### src/rtl/core/ple_ram.sv
// ----------------------------------------------------------------------------
// ple_ram
// Generic single-port synchronous RAM with registered read.
// ----------------------------------------------------------------------------
module ple_ram #(
	parameter int WIDTH = 8,
	parameter int DEPTH = 16
) (
	input  logic                     clk,
	input  logic                     we,
	input  logic [$clog2(DEPTH)-1:0] addr,
	input  logic [WIDTH-1:0]         wdata,
	output logic [WIDTH-1:0]         rdata
);
	logic [WIDTH-1:0] mem [DEPTH];

	always_ff @(posedge clk) begin
		if (we) begin
			mem[addr] <= wdata;
		end
		rdata <= mem[addr];
	end
endmodule

### config.mk
export PLATFORM = sky130hd
export DESIGN_NAME = ple_ram
export DESIGN_NICKNAME = d
export VERILOG_FILES = /design/src/rtl/core/ple_ram.sv
export SDC_FILE = /design/constraint.sdc
export NUM_CORES = 1
export LEC_CHECK = 0
export BUFFER_PORTS_ARGS = -buffer_cell sky130_fd_sc_hd__buf_2
export CORE_MARGIN = 4
export CORE_UTILIZATION = 44
export CTS_CLUSTER_SIZE = 40
export DETAILED_ROUTE_END_ITERATION = 12
export MAX_ROUTING_LAYER = met4
export PLACE_DENSITY = 0.63
export SLEW_MARGIN = 30
export SYNTH_ARGS = -nofsm -noshare
export SYNTH_HDL_FRONTEND = slang
export SYNTH_SLANG_ARGS = --single-unit
### constraint.sdc
create_clock -name clk -period 4.3 [get_ports clk]
set_input_delay 0.86 -clock clk [delete_from_list [all_inputs] [get_ports clk]]
set_output_delay 0.86 -clock clk [all_outputs]
set_load 0.01 [all_outputs]
==> impl_metrics.json <==
{
  "status": "complete, no violations",
  "synth_cell_types": 18,
  "die_area_um2": 13300,
  "max_cap_violations": 0,
  "grt_use_total": 0.168,
  "routedWlPerCell_um": 23.2,
  "max-clock-path-buffers": 2,
  "setup_violations": 0,
  "whs_ns": 0.677,
  "overflow": 0,
  "async_flop_share": 0,
  "syn_nets": 244,
  "syn_inst": 230,
  "synth_largest_area_cell": "edfxtp_1",
  "synth_top_area_share": 0.759,
  "initialDrtViolationCount": 240,
  "grt_pass1_vias": 2465,
  "cts_tree": "built",
  "initial_utilization": 0.459,
  "place_inst": 385,
  "die_w_um": 115,
  "viasPerCell": 5.53,
  "cts_sinks": 136,
  "numPortBuffers": 21,
  "cts_buffers": 17,
  "synth_edf_count": 128,
  "drive_above_1_share": 0.329,
  "synth_top_cells_by_area": "edfxtp_1, mux4_2, dfxtp_1",
  "grt_pass1_wl_um": 14800,
  "worstSetupEndpointType": "register",
  "clk_pin_slew_worst_paths_ns": 0.05,
  "first_pass_iters": 4,
  "period_share": 0.521,
  "rows": 38,
  "relSlewSlack": 0.381,
  "clock_latency_ns": 0.42,
  "dpl.hpwl_um": 5950,
  "final_core_utilization": 0.543,
  "cts_hold_buffers": 0,
  "die_h_um": 115,
  "gp_congestion": 0.775,
  "ys_seq_area_frac": 0.790,
  "antenna_found_initial": 0,
  "ys_ff_latch": 136,
  "clock_skew_ns": 0.00899,
  "ir_drop_uv": 441,
  "via_count": 2305,
  "p_leak_uw": 0.00196,
  "yosysWarningCount": 0,
  "worst_ep_required_time_ns": 4.34,
  "avgSynthCellArea_um2": 22.0,
  "crit_type": "in -> reg",
  "wirelength_um": 9680,
  "fin_nets": 278,
  "post-route-drc-count": 0,
  "p_per_area_nw_per_um2": 534,
  "fin_ws_ns": 2.06,
  "cts_resized": 0,
  "tns_ns": 0,
  "arrival_ns": 2.28,
  "clockRootBuffer": "clkbuf_16",
  "stdcell_count": 417,
  "place_ws_ns": 1.22,
  "rsz0062_at_grt": "no",
  "yosysMostFrequentCell": "edfxtp_1",
  "fin_crit_ns": 2.24,
  "postRouteAntennaNets": 0,
  "cp_max_fo": 30,
  "boundaryPins": 22,
  "post_cts_buffers": 0,
  "coreArea_um2": 11000,
  "syn_area_um2": 5070,
  "ys.flop_type": "edfxtp_1",
  "synth_common_cells": "edfxtp_1, mux4_2, a22oi_1, nor2_1, nand2_1",
  "hold_violations": 0,
  "fmax_mhz": 446,
  "area_delta_synth_final_pct": 18.1,
  "min-delay-path-class": "reg -> reg",
  "worstMarginPinSlew_ns": 0.925,
  "num_antenna_cells": 0,
  "setup.worst_path.start_class": "input pin",
  "ctsHtreeMaxLevel": 4,
  "slew_viol_final": 0,
  "grt_max_degree": 31
}
critical path: stages:
cell and delay, ns:
buf_4 0.44, nand2b_1 0.21, nor2_1 0.74
power by group:
| group | leakage [uW] | switching, uW | internal (uW) |
|---|---|---|---|
| Clock | 0.000312 | 518 | 1050 |
| Sequential | 0.00122 | 7.89 | 1480 |
| Combinational | 0.000421 | 80.5 | 54.3 |
| Total | 0.00196 | 606 | 2590 |
routing by layer:
metal / vias up / global-route usage / share of wire
met5: - / - / 0
met4: 0 / 0.0696 / 0.015
met3: 9 / 0.0526 / 0.057
met2: 72 / 0.257 / 0.53
met1: 1196 / 0.210 / 0.40
li1: 1028 / - / -
metrics by stage:
stage / instance area (um^2) / power [uW]
final: 5990 / 3200
after global routing: 5990 / 3300
after CTS: 5980 / 3230
after detailed placement: 5330 / 1660
after global placement: 5330 / 1650
after floorplan: 5070 / 1600
kinds of logic after synthesis:
logic type | Yosys count | share of synthesized area
buffers and inverters | 11 | 0.0119
DFF | 136 | 0.790
muxes | 32 | 0.142
AOI/OAI and AO/OA | 16 | 0.0237
and+or+nand+nor | 35 | 0.0321
path summary, 6_finish.rpt:
kind	from	endpoint	slack (ns)	cells past startpoint
worst min-delay path	mem[13][6]	rdata[6]	0.68	3
worst min register to register	mem[13][6]	rdata[6]	0.68	3
worst max-delay path	addr[0]	mem[5][2]	2.06	3
worst max register to register	mem[3][4]	rdata[4]	2.89	3
state kept, by name, indices dropped and copies added (netlist names):
signal  count
mem       128
rdata       8
cell type report:
cell class | count | area (um^2)
Clock buffer | 19 | 453
Clock inverter | 13 | 200
Fill cell | 822 | 5040
Multi-Input combinational cell | 83 | 1010
Sequential cell | 136 | 4000
Tap cell | 140 | 175
Timing Repair Buffer | 26 | 145
placed cells by master (no fill, tap or decap):
| master | Yosys | routed |
|---|---|---|
| clkinvlp_4 | 0 | 3 |
| nor2_1 | 13 | 13 |
| a22oi_1 | 16 | 16 |
| clkinv_2 | 0 | 3 |
| nor2b_1 | 2 | 2 |
| nand2_1 | 9 | 9 |
| edfxtp_1 | 128 | 128 |
| clkbuf_16 | 0 | 17 |
| nor3_2 | 0 | 1 |
| nand3b_1 | 2 | 2 |
| dfxtp_1 | 8 | 8 |
| clkinv_1 | 0 | 1 |
| and2_1 | 1 | 1 |
| buf_4 | 0 | 6 |
| clkbuf_8 | 0 | 2 |
| nor3_1 | 4 | 3 |
| nand2b_1 | 2 | 2 |
| buf_2 | 2 | 20 |
| or3b_2 | 1 | 1 |
| clkinv_4 | 0 | 1 |
| nand3_1 | 1 | 1 |
| mux4_2 | 32 | 32 |
| bufinv_16 | 0 | 5 |
No activity file was read; power rests on OpenSTA's default activity.
