### src/rtl/core/ple_pkg.sv
// ----------------------------------------------------------------------------
// ple_pkg
// Types and constants shared by the positional list engine.
// ----------------------------------------------------------------------------
package ple_pkg;

	localparam int CAPACITY   = 256;
	localparam int VALUE_BITS = 32;
	localparam int IDX_BITS   = $clog2(CAPACITY);
	localparam int SLOT_BITS  = IDX_BITS + 1;
	localparam logic [SLOT_BITS-1:0] NULL_SLOT = SLOT_BITS'(CAPACITY);

	typedef enum logic [2:0] {
		CMD_INS_FRONT = 3'd0,
		CMD_INS_AT    = 3'd1,
		CMD_INS_BACK  = 3'd2,
		CMD_DEL_FRONT = 3'd3,
		CMD_DEL_BACK  = 3'd4,
		CMD_DEL_AT    = 3'd5,
		CMD_SEARCH    = 3'd6,
		CMD_REVERSE   = 3'd7
	} cmd_t;

	typedef enum logic [2:0] {
		ST_OK        = 3'd0,
		ST_BAD_POS   = 3'd1,
		ST_EMPTY     = 3'd2,
		ST_NOT_FOUND = 3'd3,
		ST_FULL      = 3'd4
	} status_t;

	typedef enum logic [3:0] {
		S_IDLE,
		S_WALK_REQ,
		S_WALK_WAIT,
		S_INS_LINK,
		S_DEL_READ,
		S_DEL_WAIT,
		S_DEL_LINK,
		S_SRCH_REQ,
		S_SRCH_WAIT,
		S_REV_REQ,
		S_REV_WAIT,
		S_FREE_WAIT,
		S_DONE
	} state_t;

	typedef struct packed {
		logic [2:0]           cmd;
		logic [31:0]          value;
		logic [SLOT_BITS-1:0] position;
	} req_t;

	typedef struct packed {
		logic [2:0]           status;
		logic [SLOT_BITS-1:0] found_position;
		logic [SLOT_BITS-1:0] entry_count;
	} rsp_t;

endpackage

### src/rtl/core/ple_ctrl.sv
// ----------------------------------------------------------------------------
// ple_ctrl
// Command sequencer: walks the linked slots and updates the node memory.
// ----------------------------------------------------------------------------
module ple_ctrl (
	input  logic                          clk,
	input  logic                          arst_n,
	input  logic                          req_valid,
	output logic                          req_ready,
	input  ple_pkg::req_t                 req,
	output logic                          rsp_valid,
	input  logic                          rsp_ready,
	output ple_pkg::rsp_t                 rsp,
	output logic [ple_pkg::IDX_BITS-1:0]  addr,
	output logic                          val_we,
	output logic                          lnk_we,
	output logic [ple_pkg::VALUE_BITS-1:0] val_wdata,
	output logic [ple_pkg::SLOT_BITS-1:0] lnk_wdata,
	input  logic [ple_pkg::VALUE_BITS-1:0] val_rdata,
	input  logic [ple_pkg::SLOT_BITS-1:0] lnk_rdata
);
	localparam int SB = ple_pkg::SLOT_BITS;
	localparam int IB = ple_pkg::IDX_BITS;
	localparam int VB = ple_pkg::VALUE_BITS;

	ple_pkg::state_t state_q, state_d;
	logic [SB-1:0] head_q, head_d, free_q, free_d, fresh_q, fresh_d, len_q, len_d;
	logic [SB-1:0] cur_q, cur_d, prev_q, prev_d, cnt_q, cnt_d, node_q, node_d;
	logic [SB-1:0] tgt_q, tgt_d;
	logic [2:0]    cmd_q, cmd_d;
	logic [VB-1:0] val_q, val_d;
	logic          ins_q, ins_d;
	ple_pkg::rsp_t rsp_q, rsp_d;
	logic [SB:0]   len_p1;
	logic [SB-1:0] tpos;
	logic          inserting;

	assign req_ready = (state_q == ple_pkg::S_IDLE);
	assign rsp_valid = (state_q == ple_pkg::S_DONE);
	assign rsp       = rsp_q;

	always_ff @(posedge clk or negedge arst_n) begin
		if (!arst_n) begin
			state_q <= ple_pkg::S_IDLE;
			head_q  <= ple_pkg::NULL_SLOT;
			free_q  <= ple_pkg::NULL_SLOT;
			fresh_q <= '0;
			len_q   <= '0;
		end else begin
			state_q <= state_d;
			head_q  <= head_d;
			free_q  <= free_d;
			fresh_q <= fresh_d;
			len_q   <= len_d;
		end
	end

	always_ff @(posedge clk) begin
		cur_q  <= cur_d;
		prev_q <= prev_d;
		cnt_q  <= cnt_d;
		node_q <= node_d;
		tgt_q  <= tgt_d;
		cmd_q  <= cmd_d;
		val_q  <= val_d;
		ins_q  <= ins_d;
		rsp_q  <= rsp_d;
	end

	always_comb begin
		state_d = state_q;
		head_d = head_q; free_d = free_q; fresh_d = fresh_q; len_d = len_q;
		cur_d = cur_q; prev_d = prev_q; cnt_d = cnt_q; node_d = node_q;
		tgt_d = tgt_q; cmd_d = cmd_q; val_d = val_q; ins_d = ins_q; rsp_d = rsp_q;
		addr = cur_q[IB-1:0];
		val_we = 1'b0; lnk_we = 1'b0;
		val_wdata = val_q; lnk_wdata = '0;
		len_p1 = {1'b0, len_q} + 1'b1;
		tpos = '0;
		inserting = 1'b0;
		unique case (state_q)
			ple_pkg::S_IDLE: begin
				if (req_valid) begin
					cmd_d = req.cmd;
					val_d = req.value[VB-1:0];
					rsp_d = '{status: ple_pkg::ST_OK, found_position: '0, entry_count: len_q};
					cnt_d = SB'(1);
					cur_d = head_q;
					prev_d = ple_pkg::NULL_SLOT;
					state_d = ple_pkg::S_DONE;
					case (req.cmd) inside
						ple_pkg::CMD_INS_FRONT, ple_pkg::CMD_INS_AT, ple_pkg::CMD_INS_BACK: begin
							inserting = 1'b1;
							if (req.cmd == ple_pkg::CMD_INS_FRONT) tpos = SB'(1);
							else if (req.cmd == ple_pkg::CMD_INS_BACK) tpos = len_p1[SB-1:0];
							else tpos = req.position;
						end
						ple_pkg::CMD_DEL_FRONT, ple_pkg::CMD_DEL_BACK: begin
							if (len_q == '0) rsp_d.status = ple_pkg::ST_EMPTY;
							else begin
								tgt_d = (req.cmd == ple_pkg::CMD_DEL_FRONT) ? SB'(1) : len_q;
								state_d = ple_pkg::S_WALK_REQ;
								ins_d = 1'b0;
							end
						end
						ple_pkg::CMD_DEL_AT: begin
							if (req.position == '0) rsp_d.status = ple_pkg::ST_BAD_POS;
							else if (len_q == '0) rsp_d.status = ple_pkg::ST_EMPTY;
							else if (req.position > len_q) rsp_d.status = ple_pkg::ST_BAD_POS;
							else begin
								tgt_d = req.position;
								state_d = ple_pkg::S_WALK_REQ;
								ins_d = 1'b0;
							end
						end
						ple_pkg::CMD_SEARCH: begin
							rsp_d.status = ple_pkg::ST_NOT_FOUND;
							if (len_q != '0) state_d = ple_pkg::S_SRCH_REQ;
						end
						default: begin
							if (len_q != '0) state_d = ple_pkg::S_REV_REQ;
						end
					endcase
					if (inserting) begin
						if (tpos == '0 || {1'b0, tpos} > len_p1)
							rsp_d.status = ple_pkg::ST_BAD_POS;
						else if (len_q >= ple_pkg::NULL_SLOT)
							rsp_d.status = ple_pkg::ST_FULL;
						else begin
							tgt_d = tpos;
							ins_d = 1'b1;
							if (free_q != ple_pkg::NULL_SLOT) begin
								addr = free_q[IB-1:0];
								node_d = free_q;
								cur_d = free_q;
								state_d = ple_pkg::S_FREE_WAIT;
							end else begin
								node_d = fresh_q;
								fresh_d = fresh_q + 1'b1;
								state_d = ple_pkg::S_WALK_REQ;
							end
						end
					end
				end
			end
			ple_pkg::S_FREE_WAIT: begin
				free_d = lnk_rdata;
				cur_d = head_q;
				state_d = ple_pkg::S_WALK_REQ;
			end
			ple_pkg::S_WALK_REQ: begin
				// cur holds the slot at position cnt; stop at target-1.
				if (cnt_q + 1'b1 >= tgt_q) state_d = ins_q ? ple_pkg::S_INS_LINK
					: ple_pkg::S_DEL_READ;
				else state_d = ple_pkg::S_WALK_WAIT;
				if (tgt_q == SB'(1)) begin
					prev_d = ple_pkg::NULL_SLOT;
					state_d = ins_q ? ple_pkg::S_INS_LINK : ple_pkg::S_DEL_READ;
				end else prev_d = cur_q;
			end
			ple_pkg::S_WALK_WAIT: begin
				cur_d = lnk_rdata;
				cnt_d = cnt_q + 1'b1;
				state_d = ple_pkg::S_WALK_REQ;
			end
			ple_pkg::S_INS_LINK: begin
				addr = node_q[IB-1:0];
				val_we = 1'b1;
				lnk_we = 1'b1;
				if (prev_q == ple_pkg::NULL_SLOT) begin
					lnk_wdata = head_q;
					head_d = node_q;
					len_d = len_q + 1'b1;
					rsp_d.entry_count = len_q + 1'b1;
					state_d = ple_pkg::S_DONE;
				end else begin
					// First read prev's link, then write node, then prev.
					val_we = 1'b0; lnk_we = 1'b0;
					addr = prev_q[IB-1:0];
					state_d = ple_pkg::S_DEL_WAIT;
				end
			end
			ple_pkg::S_DEL_READ: begin
				if (prev_q == ple_pkg::NULL_SLOT) begin
					addr = head_q[IB-1:0];
					node_d = head_q;
					state_d = ple_pkg::S_DEL_WAIT;
				end else begin
					addr = prev_q[IB-1:0];
					state_d = ple_pkg::S_SRCH_WAIT;
				end
			end
			ple_pkg::S_SRCH_WAIT: begin
				if (cmd_q == ple_pkg::CMD_SEARCH) begin
					if (val_rdata == val_q) begin
						rsp_d.status = ple_pkg::ST_OK;
						rsp_d.found_position = cnt_q;
						state_d = ple_pkg::S_DONE;
					end else if (cnt_q >= len_q || lnk_rdata == ple_pkg::NULL_SLOT)
						state_d = ple_pkg::S_DONE;
					else begin
						cur_d = lnk_rdata;
						cnt_d = cnt_q + 1'b1;
						state_d = ple_pkg::S_SRCH_REQ;
					end
				end else begin
					node_d = lnk_rdata;
					addr = lnk_rdata[IB-1:0];
					state_d = ple_pkg::S_DEL_WAIT;
				end
			end
			ple_pkg::S_DEL_WAIT: begin
				if (ins_q) begin
					// lnk_rdata is prev's next; link node in, then prev.
					addr = node_q[IB-1:0];
					val_we = 1'b1; lnk_we = 1'b1;
					lnk_wdata = lnk_rdata;
					state_d = ple_pkg::S_DEL_LINK;
				end else begin
					// lnk_rdata is the victim's next.
					addr = node_q[IB-1:0];
					lnk_we = 1'b1;
					lnk_wdata = free_q;
					free_d = node_q;
					cur_d = lnk_rdata;
					if (prev_q == ple_pkg::NULL_SLOT) begin
						head_d = lnk_rdata;
						len_d = len_q - 1'b1;
						rsp_d.entry_count = len_q - 1'b1;
						state_d = ple_pkg::S_DONE;
					end else state_d = ple_pkg::S_DEL_LINK;
				end
			end
			ple_pkg::S_DEL_LINK: begin
				addr = prev_q[IB-1:0];
				lnk_we = 1'b1;
				lnk_wdata = ins_q ? node_q : cur_q;
				len_d = ins_q ? len_q + 1'b1 : len_q - 1'b1;
				rsp_d.entry_count = len_d;
				state_d = ple_pkg::S_DONE;
			end
			ple_pkg::S_SRCH_REQ: begin
				state_d = ple_pkg::S_SRCH_WAIT;
			end
			ple_pkg::S_REV_REQ: begin
				state_d = ple_pkg::S_REV_WAIT;
			end
			ple_pkg::S_REV_WAIT: begin
				lnk_we = 1'b1;
				lnk_wdata = prev_q;
				prev_d = cur_q;
				cur_d = lnk_rdata;
				cnt_d = cnt_q + 1'b1;
				if (cnt_q >= len_q || lnk_rdata == ple_pkg::NULL_SLOT) begin
					head_d = cur_q;
					state_d = ple_pkg::S_DONE;
				end else state_d = ple_pkg::S_REV_REQ;
			end
			ple_pkg::S_DONE: begin
				if (rsp_ready) state_d = ple_pkg::S_IDLE;
			end
			default: state_d = ple_pkg::S_IDLE;
		endcase
	end
endmodule

### config.mk
export PLATFORM = sky130hd
export DESIGN_NAME = ple_ctrl
export DESIGN_NICKNAME = d
export VERILOG_FILES = /design/src/rtl/core/ple_pkg.sv /design/src/rtl/core/ple_ctrl.sv
export SDC_FILE = /design/constraint.sdc
export NUM_CORES = 1
export LEC_CHECK = 0
export BUFFER_PORTS_ARGS = -buffer_cell sky130_fd_sc_hd__clkbuf_2
export CAP_MARGIN = 20
export CORE_MARGIN = 8
export CORE_UTILIZATION = 61
export DETAILED_ROUTE_END_ITERATION = 8
export PLACE_DENSITY = 0.92
export SYNTH_ARGS = -nofsm -noshare
export SYNTH_HDL_FRONTEND = slang
export SYNTH_SLANG_ARGS = --single-unit
### constraint.sdc
create_clock -name clk -period 12.5 [get_ports clk]
set_clock_uncertainty 0.2 [all_clocks]
set_input_delay 0.625 -clock clk [delete_from_list [all_inputs] [get_ports clk]]
set_output_delay 0.625 -clock clk [all_outputs]
set_load 0.01 [all_outputs]
==> impl_metrics.tcl <==
set metrics [dict create \
    status "finished, final reports clean" \
    drt-met1-wl_um 13800 \
    drt-initial-drc-count 1784 \
    switching_power_w 0.00148 \
    p_seq_share_pct 31.6 \
    synth_cell_types 83 \
    ys_ff_latch 142 \
    yosys.area.top_type "edfxtp_1" \
    end_kind "primary output" \
    initial_core_util_pct 62.6 \
    arrival_ns 4.58 \
    report.final.slew_viol_count 0 \
    diodes 0 \
    numCtsBuffers 17 \
    via_count 10900 \
    cts_buffer_depth 2 \
    clock-sinks 142 \
    grt_usage_pct 33.7 \
    row_count 47 \
    r2r-start "len_q[0]" \
    min_period_ns 5.40 \
    async_flop_share_pct 28.2 \
    largest_reg_flops 32 \
    yosysMostFrequentCell "nand2_1" \
    avgSynthCellArea_um2 8.88 \
    vias_per_cell 7.14 \
    cts_setup_buffers 0 \
    fill_cells 1230 \
    multiInputGateArea_um2 5870 \
    netlist_area_um2 10400 \
    drt_first_pass_iters 7 \
    cp_top_family "simple AND/OR/NAND/NOR gates" \
    area_growth_pct 14.4 \
    nNetsFinal 1427 \
    critPathKind "reg -> out" \
    reg2reg_depth 13 \
    dp_hpwl_um 26500 \
    r2r_end "node_q[1]" \
    max_stage_delay_ns 0.67 \
    antenna_found_initial 0 \
    top_layer "met4" \
    path_clk_slew_ns 0.06 \
    maxCapViolCount 0 \
    setup_viol 0 \
    portBuffers 162 \
    drive_gt1_share_pct 18.7 \
    cts_root_buf "clkbuf_16" \
    hp-class "in -> async" \
    powerDensity_nw_per_um2 258 \
    register_area_um2 4070 \
    slowest_stage "or4_4" \
    dp.cells 1496 \
    power_frac_comb_pct 53.0 \
    core-area_um2 16600 \
    period_share_pct 43.2 \
    power.total_w 0.00308 \
    worst-path-buf-inv 1 \
    synth-edff-count 102 \
    cts_tree "built" \
    rsz0062_at_grt "no" \
    worst-path-stages 12 \
    wl_per_cell_um 24.3 \
    grt_pass1_wl_um 57700 \
    synthFlopType "edfxtp_1" \
    synth_seq_area_share_pct 39.0 \
    max_freq_mhz 185 \
    gp_congestion 1.02 \
    synth_common_cells "nand2_1, edfxtp_1, nor2_1" \
    clock_latency_ns 0.45 \
    met3WireLength_um 5680 \
    cts_resized 0 \
    worstSetupStartpointType "flip-flop" \
    postRouteAntennaNets 0 \
    setup_tns_ns 0 \
    grt_pass1_vias 10500 \
    grt_overflow_total 0 \
    power.internal_w 0.00160 \
    worst_slew_pin_slew_ns 1.23 \
    wl_met2_um 16100 \
    drc 0 \
    swShare_pct 48.0 \
    postCtsHoldBufs 0 \
    worstPathCellList "ha_1 -> nand3_1 -> or4_4 -> a31oi_4 -> ha_1 -> a21oi_1 -> o211a_1 -> a21oi_1 -> a22o_4 -> nor3_2 -> a311oi_1 -> clkbuf_2" \
    finalHoldViolations 0 \
    io_pins 163 \
    die-area_um2 21500 \
    stdcell_count 1529 \
    yosysTopAreaCellShare_pct 29.4 \
    clkPwrFrac_pct 15.4 \
    dieHeight_um 147 \
    die_w_um 147 \
    relSlewSlack_pct 17.0 \
    path_max_fanout 14 \
    synth.net_count 1304 \
    p_leak_nw 4.86 \
    syn_inst 1173 \
    rrSetupSlack_ns 7.80 \
    grt_max_degree 47 \
    ir_drop_uv 167 \
    synthTopCellsByArea "edfxtp_1, dfrtp_1, nand2_1" \
    ys_warn_count 0 \
    critPathRequiredTime_ns 11.68 \
    wl_um 37200 \
    htreeDepth 4 \
]
==> layer usage <==
metal  track usage [%]  vias to the layer above
li1                  -                     4708
met1              43.1                     5081
met2              50.2                      940
met3              11.8                      194
met4              15.6                        0
met5                 0                        -
==> worst register-to-register path: stages (launching register included) <==
cell,delay [ns]
dfrtp_1,0.66
ha_1,0.25
nand3_1,0.38
or4_4,0.67
a31oi_4,0.22
ha_1,0.27
a21oi_1,0.17
o211a_1,0.17
a21oi_1,0.12
a211oi_2,0.44
buf_4,0.37
a21oi_1,0.11
nor3_1,0.15
buf_4,0.21
==> logic make-up after synthesis <==
group / count (synthesis) / share of synthesized area (%)
adder cells (fa/ha/maj): 42 / 5.04
XOR/XNOR: 59 / 4.96
AO/OA/AOI/OAI: 383 / 25.9
buffers and inverters: 130 / 4.88
AND/OR/NAND/NOR: 404 / 19.0
multiplexers: 13 / 1.26
flip-flops: 142 / 39.0
==> layout by cell type, fill, tap and decap left out, types with 23 or more instances in the layout <==
cell type	n
nand4_1	23
nand2_1	141
o21ai_0	70
nand3_1	36
clkbuf_2	162
inv_1	46
a31oi_1	25
edfxtp_1	102
a22o_1	28
ha_1	42
dfrtp_1	38
a21oi_1	81
nor2_1	87
xnor2_1	52
==> power by group through the flow <==
stage / Sequential [W] / Combinational (W) / Clock, W
3_5_place_dp: 0.000957 / 0.00155 / 0
2_1_floorplan: 0.000850 / 0.00114 / 0
3_3_place_gp: 0.000949 / 0.00150 / 0
5_1_grt: 0.000984 / 0.00175 / 0.000489
6_report: 0.000971 / 0.00163 / 0.000475
4_1_cts: 0.000949 / 0.00157 / 0.000471
==> cell type report <==
type	instances	share of cell area (%)
well taps	220	2.31
clock inverters	14	0.914
inverters	50	1.58
clock buffers	18	3.60
flip-flops and latches	142	34.1
repair buffers	184	8.17
multi-input cells	901	49.3
==> through the flow <==
| stage | instance area, µm² | worst slack [ns] | util, % | hold WS [ns] |
|---|---|---|---|---|
| global route | 11900 | 6.91 | 71.6 | 0.135 |
| global placement | 11400 | 7.68 | 68.3 | 0.290 |
| finish | 11900 | 7.10 | 71.6 | 0.105 |
| floorplan | 10400 | 8.07 | - | 0.129 |
| CTS | 11900 | 7.20 | 71.5 | 0.116 |
| detailed placement | 11400 | 7.60 | 68.3 | 0.292 |
==> worst max path at each step <==
stage | end | startpoint | slack (ns)
2_1_floorplan | node_q[0] | req[41] | 8.07
3_3_place_gp | addr[3] | req[43] | 7.68
3_5_place_dp | addr[2] | req[43] | 7.60
4_1_cts | addr[2] | len_q[0] | 7.20
5_1_grt | addr[2] | len_q[0] | 6.91
6_report | addr[2] | len_q[0] | 7.10
Power figures use the tool's default switching activity.
